`config.mk`:
```
export PLATFORM = sky130hd
export DESIGN_NAME = cmac_ctrl
export DESIGN_NICKNAME = d
export VERILOG_FILES = /design/src/rtl/core/cmac_pkg.sv /design/src/rtl/core/cmac_ctrl.sv
export SDC_FILE = /design/constraint.sdc
export NUM_CORES = 1
export LEC_CHECK = 0
export ABC_CLOCK_PERIOD_IN_PS = 1700
export BUFFER_PORTS_ARGS = -buffer_cell sky130_fd_sc_hd__buf_2
export CAP_MARGIN = 5
export CORE_ASPECT_RATIO = 0.75
export CORE_MARGIN = 2
export CORE_UTILIZATION = 35
export CTS_BUF_LIST = sky130_fd_sc_hd__clkbuf_8
export DETAILED_ROUTE_END_ITERATION = 16
export SLEW_MARGIN = 20
export SYNTH_ARGS = -nofsm -noshare
export SYNTH_HDL_FRONTEND = slang
export SYNTH_SLANG_ARGS = --single-unit
```
`constraint.sdc`:
```
create_clock -name clk -period 1.7 [get_ports clk]
set_input_delay 0.17 -clock clk [delete_from_list [all_inputs] [get_ports clk]]
set_output_delay 0.17 -clock clk [all_outputs]
set_load 0.05 [all_outputs]
```
`src/rtl/core/cmac_pkg.sv`:
```
`default_nettype none
package cmac_pkg;

	// configuration register indexes
	localparam logic [2:0] REG_MIN_X0    = 3'd0;
	localparam logic [2:0] REG_MAX_X0    = 3'd1;
	localparam logic [2:0] REG_MIN_X1    = 3'd2;
	localparam logic [2:0] REG_MAX_X1    = 3'd3;
	localparam logic [2:0] REG_RATE      = 3'd4;
	localparam logic [2:0] REG_OFFS_X0   = 3'd5;
	localparam logic [2:0] REG_OFFS_X1   = 3'd6;

	localparam int CFG_W   = 16;
	localparam int OFFS_W  = 15;
	localparam int WGT_W   = 24;
	localparam int DISP_LAYERS = 5;

	typedef enum logic [3:0] {
		ST_IDLE,
		ST_CLEAR,
		ST_DIV,
		ST_ADDR,
		ST_READ,
		ST_SUM,
		ST_INC,
		ST_WRITE,
		ST_DONE
	} state_t;

	// controller to datapath
	typedef struct packed {
		logic load;       // capture item, start dividers
		logic div_step;   // one quotient bit per cycle
		logic addr_calc;  // form index of current layer
		logic rd_issue;   // read weights at current index
		logic acc;        // accumulate read data
		logic inc_calc;   // compute training increments
		logic rd_upd;     // read weight for update
		logic wr_upd;     // write updated weight
		logic clr_wr;     // clearing write at clear address
		logic done;       // present result
	} dp_cmd_t;

	// datapath to controller
	typedef struct packed {
		logic div_last;
		logic clr_last;
		logic train;
	} dp_stat_t;

endpackage
`default_nettype wire

```
`src/rtl/core/cmac_ctrl.sv`:
```
`default_nettype none
module cmac_ctrl #(
	parameter int N_ASSOC = 5
) (
	input  wire                  clk,
	input  wire                  arst_n,
	input  wire                  start,
	output logic                 busy,
	input  cmac_pkg::dp_stat_t   stat,
	output cmac_pkg::dp_cmd_t    cmd,
	output logic [$clog2(N_ASSOC+1)-1:0] layer
);

	localparam int LW = $clog2(N_ASSOC + 1);
	localparam logic [LW-1:0] LAST = LW'(N_ASSOC - 1);

	cmac_pkg::state_t state_q, state_d;
	logic [LW-1:0] layer_q, layer_d;

	assign layer = layer_q;

	// state register
	always_ff @(posedge clk or negedge arst_n) begin
		if (!arst_n) begin
			state_q <= cmac_pkg::ST_CLEAR;
			layer_q <= '0;
		end else begin
			state_q <= state_d;
			layer_q <= layer_d;
		end
	end

	// next state and commands
	always_comb begin
		state_d = state_q;
		layer_d = layer_q;
		cmd     = '0;
		busy    = 1'b1;
		case (state_q)
			cmac_pkg::ST_CLEAR: begin
				cmd.clr_wr = 1'b1;
				if (stat.clr_last) begin
					state_d = cmac_pkg::ST_IDLE;
				end
			end
			cmac_pkg::ST_IDLE: begin
				busy = 1'b0;
				if (start) begin
					cmd.load = 1'b1;
					state_d  = cmac_pkg::ST_DIV;
				end
			end
			cmac_pkg::ST_DIV: begin
				cmd.div_step = 1'b1;
				if (stat.div_last) begin
					layer_d = '0;
					state_d = cmac_pkg::ST_ADDR;
				end
			end
			cmac_pkg::ST_ADDR: begin
				cmd.addr_calc = 1'b1;
				state_d = cmac_pkg::ST_READ;
			end
			cmac_pkg::ST_READ: begin
				cmd.rd_issue = 1'b1;
				state_d = cmac_pkg::ST_SUM;
			end
			cmac_pkg::ST_SUM: begin
				cmd.acc = 1'b1;
				if (layer_q == LAST) begin
					layer_d = '0;
					state_d = stat.train ? cmac_pkg::ST_INC : cmac_pkg::ST_DONE;
				end else begin
					layer_d = layer_q + 1'b1;
					state_d = cmac_pkg::ST_ADDR;
				end
			end
			cmac_pkg::ST_INC: begin
				// issue read for current layer, increments form in parallel
				cmd.inc_calc = 1'b1;
				cmd.rd_upd   = 1'b1;
				state_d = cmac_pkg::ST_WRITE;
			end
			cmac_pkg::ST_WRITE: begin
				cmd.wr_upd = 1'b1;
				if (layer_q == LAST) begin
					state_d = cmac_pkg::ST_DONE;
				end else begin
					layer_d = layer_q + 1'b1;
					state_d = cmac_pkg::ST_INC;
				end
			end
			cmac_pkg::ST_DONE: begin
				cmd.done = 1'b1;
				state_d = cmac_pkg::ST_IDLE;
			end
			default: begin
				state_d = cmac_pkg::ST_IDLE;
			end
		endcase
	end

	// at most one of the listed datapath phases at a time
	assert property (@(posedge clk) disable iff (!arst_n)
		$onehot0({cmd.load, cmd.div_step, cmd.rd_issue, cmd.acc, cmd.wr_upd,
			cmd.clr_wr, cmd.done}))
		else $error("overlapping datapath commands");
	// a write never happens while idle
	assert property (@(posedge clk) disable iff (!arst_n)
		!busy |-> !cmd.wr_upd && !cmd.clr_wr)
		else $error("weight write while idle");
	// a result follows a write or accumulate phase
	assert property (@(posedge clk) disable iff (!arst_n)
		cmd.done |-> $past(cmd.wr_upd) || $past(cmd.acc))
		else $error("result without completed lookup");

endmodule
`default_nettype wire

```
==> flow_metrics.tcl, run 1 <==
set metrics [dict create \
    status "finished, final reports clean" \
    cts_root_buffer "clkbuf_8" \
    drcViolationCount 0 \
    synth_area_um2 606 \
    numCtsBuffers 3 \
    nNetsFinal 101 \
    synth-async-reset-ratio_pct 100 \
    synth_most_common_cell "inv_1" \
    synth_nets 74 \
    utilization_pct 53.2 \
    grt-ovfl-total 0 \
    antenna_found_initial 0 \
    synth_top_area_share_pct 24.8 \
    fillers 156 \
    maxCapViolations 0 \
    synth_top_family_by_area "simple AND/OR/NAND/NOR gates" \
    r2r_start "layer[0]" \
    setup.worst_path.start "state_q[0]" \
    yosysTopAreaCell "dfrtp_1" \
    yosys.area_share.simple_pct 28.5 \
    holdWs_ns 0.229 \
    clk_pin_slew_ns 0.04 \
    synth.area.top_cells "dfrtp_1 (25%), buf_6 (7.4%), dfstp_2 (4.3%)" \
    synth_compound_area_share_pct 21.7 \
    crit_path_end_kind "primary output" \
    row_count 12 \
    dr.pass1.iters 3 \
    grt_use_total_pct 16.1 \
    synth_edf_count 0 \
    r2r_cells 5 \
    place_ws_ns 0.155 \
    critical_path_required_ns 1.53 \
    ant_nets 0 \
    finalMaxSlewViolations 0 \
    clk_path_buf_depth 2 \
    rsz0062_at_grt "false" \
    ys.flop_type "dfrtp_1" \
    synthesis.instances 66 \
    cp.arrival_ns 1.45 \
    routed_wl_um 1430 \
    cts_sinks 7 \
    core_area_um2 1550 \
    post-dp-hpwl_um 1080 \
    worst-setup-path-type "reg2out" \
    min_period_over_period_pct 95.1 \
    io_buffers 19 \
    drive_gt1_share_pct 45.7 \
    initial_core_util_pct 39.2 \
    synthTopCellsByCount "inv_1 (7), dfrtp_1 (6), nand2_1 (5), a21oi_1 (4), buf_6 (4)" \
    first_iter_violations 8 \
    routabilityCongestion 0.710 \
    clock_skew_ns 0.00261 \
    syn2layout_area_growth_pct 35.7 \
    synthAdderAreaFrac_pct 4.13 \
    viasPerCell 5.12 \
    reg2reg_slack_ns 0.26 \
    endpoint "cmd[3]" \
    grt_pass1_wl_um 2360 \
    grt_start_max_net_pins 9 \
    ys_ff_latch 7 \
    maxSlewHeadroom_pct 82.0 \
    fin_ws_ns 0.0841 \
    synthMuxAreaShare_pct 0 \
    cts_tree "yes" \
    h-tree-depth 1 \
    worstMarginPinSlew_ns 0.271 \
    n_antenna_cell 0 \
    die_y_um 40.0 \
    cp_max_fo 7 \
    setup_viol 0 \
    ys.warnings.count 0 \
    clk_latency_ns 0.23 \
    grt_pass1_vias 505 \
    die-width_um 52.0 \
    fmax_mhz 619 \
    io_pins 20 \
    r2r_end "state_q[1]" \
    timing.final.hold_violations 0 \
    synthXorXnorAreaFrac_pct 0 \
    ys_seq_area_share_pct 29.1 \
    hp-class "in2reg" \
    avgRoutedWirePerCell_um 12.6 \
    period_needed_ns 1.62 \
    critPathLaunchType "register" \
    avgSynthCellArea_um2 9.18 \
    vias 579 \
    dieArea_um2 2080 \
    synthDistinctLibCells 36 \
]
[critical path: stages (launching register included)]
cell,delay [ns]
dfstp_2,0.39
buf_4,0.14
buf_4,0.14
nor4b_4,0.26
buf_2,0.30
[per-stage QoR]
step	area (um2)	setup TNS (ns)	instances
floorplan	642	-0.148	66
detailed placement	727	0	104
CTS	810	0	112
finish	822	0	113
global route	822	0	113
global placement	727	0	104
[final cells by class]
class	count	area (um2)	area share, %
multi-input combinational	45	365	44.4
sequential	7	179	21.8
timing repair buffer	29	180	21.9
tap	21	26.3	3.20
inverter	7	26.3	3.20
clock buffer	3	41.3	5.02
clock inverter	1	3.75	0.457
[flip-flops by register name, indices dropped and copies added, names as in the netlist]
register / count
state_q: 4
layer: 3
[timing repair]
item / CTS / global route
pin swaps: 0 / 1
hold buffers: 1 / 0
endpoints found under the hold margin: 7 / 0
buffers inserted: 3 / 1
setup endpoints to repair: 2 / 5
gates resized for setup: 2 / 3
[cell usage in the layout, fill, tap and decap left out, types with 2 or more instances in the layout]
cell	netlist	routed
clkbuf_8	1	3
o21ai_0	2	2
nand2_1	5	5
a21oi_1	4	4
nand3_1	3	3
inv_1	7	8
dfrtp_2	0	2
dfrtp_1	6	4
nor2_1	2	2
nor3b_1	2	2
buf_2	0	16
ha_1	2	2
buf_4	2	11
nor4b_4	1	2
and3_1	2	2
[worst min path at each step]
stage	endpoint	startpoint	slack, ns	depth (start not counted)
6_report	state_q[0]	stat[1]	0.23	4
5_1_grt	state_q[0]	stat[1]	0.29	4
4_1_cts	state_q[0]	stat[1]	0.23	4
3_5_place_dp	layer[2]	arst_n	0.01	1
3_3_place_gp	layer[2]	arst_n	0.01	1
2_1_floorplan	layer[0]	arst_n	-0.13	0
[kinds of logic after synthesis]
kind of cell / count (synthesis)
and+or+nand+nor: 25
buffers and inverters: 14
adders and majority gates: 2
DFF: 7
AOI/OAI and AO/OA: 18
[metal layers]
metal	GRT usage, %	wire, um
met5	0	0
met4	5.92	13
met3	4.85	80
met2	24.4	647
met1	21.7	688
Power of run 1 is left out: the tool's default activity adds up to more than one toggle a clock period on the data nets, which glitch-free logic cannot reach.
==> run 2, diff against run 1 <==
- CELL_PAD_IN_SITES_DETAIL_PLACEMENT: unset -> 1
- CELL_PAD_IN_SITES_GLOBAL_PLACEMENT: unset -> 2
- CORE_UTILIZATION: 35 -> 29
- PLACE_DENSITY_LB_ADDON: unset -> 0.1
==> flow_metrics.tcl, run 2 (synthesized netlist as in run 1, its figures left out) <==
set metrics [dict create \
    critPathTopFamily "flip-flops" \
    io_buffers 19 \
    cp_max_fo 10 \
    status "finished, final reports clean" \
    die-width_um 56.8 \
    cts_sinks 7 \
    grt-ovfl-total 0 \
    cts_tree "yes" \
    avgRoutedWirePerCell_um 14.4 \
    path_buf_inv 1 \
    holdPathStages 4 \
    viasPerCell 5.17 \
    routed_wl_um 1660 \
    setup.worst_path.start "state_q[2]" \
    maxSlewHeadroom_pct 74.4 \
    clk_latency_ns 0.23 \
    min_period_over_period_pct 96.1 \
    fillers 249 \
    fin_ws_ns 0.0659 \
    largest_reg_flops 4 \
    rsz0062_at_grt "true" \
    dr.pass1.iters 4 \
    reg2reg_slack_ns 0.11 \
    cp.arrival_ns 1.46 \
    worst-setup-path-type "reg2out" \
    clock_skew_ns 0.00189 \
    hold_start "stat[1]" \
    cp_cell_sequence "nor4b_4 > clkbuf_4" \
    n_antenna_cell 0 \
    routabilityCongestion 0.709 \
    hp-class "in2reg" \
    place_ws_ns 0.0980 \
    h-tree-depth 1 \
    grt_pass1_vias 599 \
    nNetsFinal 100 \
    vias 595 \
    initial_core_util_pct 30.3 \
    drive_gt1_share_pct 46.2 \
    r2r_cells 5 \
    tns_ns 0 \
    grt_pass1_wl_um 2820 \
    grt_start_max_net_pins 11 \
    r2r_end "state_q[1]" \
    timing.final.hold_violations 0 \
    clk_pin_slew_ns 0.04 \
    maxCapViolations 0 \
    post-dp-hpwl_um 1280 \
    antenna_found_initial 0 \
    finalMaxSlewViolations 0 \
    max_stage_delay_ns 0.48 \
    critPathLaunchType "register" \
    drcViolationCount 0 \
    worstMarginPinSlew_ns 0.382 \
    ant_nets 0 \
    crit_path_end_kind "primary output" \
    dieArea_um2 2470 \
    syn2layout_area_growth_pct 36.6 \
    final_cell_mix "buf_2 (14), buf_4 (8), inv_1 (7)" \
    clk_path_buf_depth 2 \
    first_iter_violations 12 \
    period_needed_ns 1.63 \
    layout_commonest_cell "buf_2" \
    cp_slowest_cell "dfrtp_2" \
    die_y_um 43.6 \
    critical_path_required_ns 1.53 \
    core_area_um2 2000 \
    io_pins 20 \
    grt_use_total_pct 15.3 \
    numCtsBuffers 3 \
    top_register "state_q" \
    r2r_start "layer[0]" \
    fmax_mhz 612 \
    cts_root_buffer "clkbuf_8" \
    setup_viol 0 \
    holdPathEnd "state_q[0]" \
    row_count 14 \
]
[run 2: routing by layer]
metal / wire length (um) / up-vias / track usage [%]
met2: 737 / 10 / 23.5
met1: 823 / 295 / 21.0
li1: - / 288 / -
met5: 0 / - / 0
met3: 85 / 2 / 4.78
met4: 10 / 0 / 4.19
[run 2: what timing repair did]
item	4_1_cts	5_1_grt
hold buffers	1	0
hold endpoints to repair	7	0
resized for setup	4	5
setup buffers	0	2
pin swaps	0	1
setup endpoints to repair	5	8
[run 2: how the worst max path moves through the flow]
stage,end,depth (start not counted)
finish,cmd[8],2
global route,cmd[3],3
CTS,cmd[8],2
detailed placement,state_q[1],5
global placement,cmd[1],3
floorplan,cmd[4],4
[run 2: through the flow]
step                cell area [um2]  instances  hold slack, ns  util (%)
floorplan                       642         66          -0.126         -
global placement                738        108          0.0116      37.0
detailed placement              738        108          0.0155      37.0
CTS                             801        113           0.253      40.1
global route                    827        115           0.276      41.4
finish                          827        115           0.255      41.4
[run 2: worst register-to-register path, delay by kind of cell (launching register included)]
family	cells	cell delay, ns
AO/OA/AOI/OAI	3	0.71
adder cells (fa/ha/maj)	1	0.29
buffers and inverters	1	0.07
flip-flops	1	0.41
[run 2: final cells by class]
| type | instances | area, um2 | share of cell area [%] |
|---|---|---|---|
| sequential | 7 | 179 | 21.6 |
| clock buffer | 3 | 41.3 | 4.99 |
| tap | 24 | 30.0 | 3.63 |
| multi-input combinational | 45 | 365 | 44.2 |
| timing repair buffer | 28 | 181 | 21.9 |
| clock inverter | 1 | 3.75 | 0.454 |
| inverter | 7 | 26.3 | 3.18 |
Power of run 2 is left out for the same reason.
==> run 3, diff against run 2 <==
- ABC_CLOCK_PERIOD_IN_PS: 1700 -> 1730
- clock period: 1.7 -> 1.73 ns (I/O delays scaled with it)
==> flow_metrics.tcl, run 3 (synthesized netlist as in run 1, its figures left out) <==
set metrics [dict create \
    status "finished, final reports clean" \
    fmax_mhz 595 \
    fin_ws_ns 0.0484 \
    n_antenna_cell 0 \
    path_buf_inv 1 \
    routed_wl_um 1590 \
    initial_core_util_pct 30.3 \
    h-tree-depth 1 \
    largest_reg_flops 4 \
    r2r_cells 5 \
    cp_cell_sequence "nor4b_4 > buf_2" \
    routabilityCongestion 0.718 \
    viasPerCell 4.88 \
    endpoint "cmd[8]" \
    place_ws_ns 0.159 \
    vias 551 \
    reg2reg_slack_ns 0.19 \
    critPathTopFamily "flip-flops" \
    die-width_um 56.8 \
    row_count 14 \
    syn2layout_area_growth_pct 33.3 \
    cts_sinks 7 \
    finalMaxSlewViolations 0 \
    place_inst 107 \
    timing.final.hold_violations 0 \
    min_period_over_period_pct 97.2 \
    numCtsBuffers 3 \
    r2r_start "layer[0]" \
    holdWs_ns 0.245 \
    worstMarginPinSlew_ns 0.395 \
    clk_path_buf_depth 2 \
    avgRoutedWirePerCell_um 14.0 \
    top_register "state_q" \
    critPathLaunchType "register" \
    dieArea_um2 2470 \
    cts_root_buffer "clkbuf_8" \
    cp_max_fo 8 \
    grt-ovfl-total 0 \
    drive_gt1_share_pct 44.9 \
    r2r_end "state_q[1]" \
    die_y_um 43.6 \
    io_buffers 19 \
    clk_latency_ns 0.23 \
    dr.pass1.iters 4 \
    worst-setup-path-type "reg2out" \
    maxSlewHeadroom_pct 73.6 \
    io_pins 20 \
    cp.arrival_ns 1.51 \
    layout_commonest_cell "buf_2" \
    setup_viol 0 \
    max_stage_delay_ns 0.48 \
    hp-class "in2reg" \
    antenna_found_initial 0 \
    finalNonFillerCells 113 \
    nNetsFinal 98 \
    cp_slowest_cell "dfrtp_2" \
    core_area_um2 2000 \
    cp.depth 2 \
    drcViolationCount 0 \
    setup.worst_path.start "state_q[2]" \
    grt_start_max_net_pins 11 \
    grt_pass1_vias 517 \
    tns_ns 0 \
    crit_path_end_kind "primary output" \
    cts_tree "yes" \
    clk_pin_slew_ns 0.04 \
    clock_skew_ns 0.000506 \
    first_iter_violations 9 \
    ant_nets 0 \
    final_cell_mix "buf_2 (16), inv_1 (7), buf_4 (6)" \
    post-dp-hpwl_um 1200 \
    period_needed_ns 1.68 \
    maxCapViolations 0 \
    grt_use_total_pct 14.1 \
    grt_pass1_wl_um 2640 \
    critical_path_required_ns 1.56 \
]
==> run 3: cell types whose count changed in the layout (fill, tap and decap cells not counted), sizes merged <==
cell    change
clkbuf      -2
==> run 3: worst min path at each step <==
stage | startpoint | end | slack [ns] | cells past startpoint
global route | stat[0] | state_q[3] | 0.29 | 3
global placement | arst_n | layer[1] | 0.02 | 1
floorplan | arst_n | layer[0] | -0.12 | 0
CTS | stat[1] | state_q[0] | 0.24 | 4
finish | stat[1] | state_q[0] | 0.25 | 4
detailed placement | arst_n | layer[1] | 0.02 | 1
==> run 3: final cells by class <==
cell class | count | area (um2)
flip-flops and latches | 7 | 179
inverters | 7 | 26.3
multi-input cells | 45 | 365
clock inverters | 1 | 3.75
well taps | 24 | 30.0
repair buffers | 26 | 161
clock buffers | 3 | 41.3
fillers | 247 | 1190
==> run 3: worst min-delay path: stages <==
cell	delay [ns]
buf_2	0.07
nor3b_1	0.04
o21bai_1	0.11
a21oi_1	0.07
==> run 3: routing by layer <==
metal	track usage [%]	part of all wire, %	vias to the layer above
met4	2.79	0	0
met1	22.1	52	252
met3	4.48	5.7	0
met5	0	0	-
li1	-	-	285
met2	18.8	42	14
==> run 3: through the flow <==
step	instance area, um2	util [%]
2_1_floorplan	642	-
3_5_place_dp	731	36.6
3_3_place_gp	731	36.6
4_1_cts	795	39.8
5_1_grt	807	40.4
6_report	807	40.4
==> run 3: repair_timing <==
action                                  CTS  global route
resized for setup                         5             2
setup buffers                             0             1
endpoints found under the setup margin    5             3
endpoints found under the hold margin     7             0
hold buffers                              1             0
pin swaps                                 0             0
Power of run 3 is left out for the same reason.
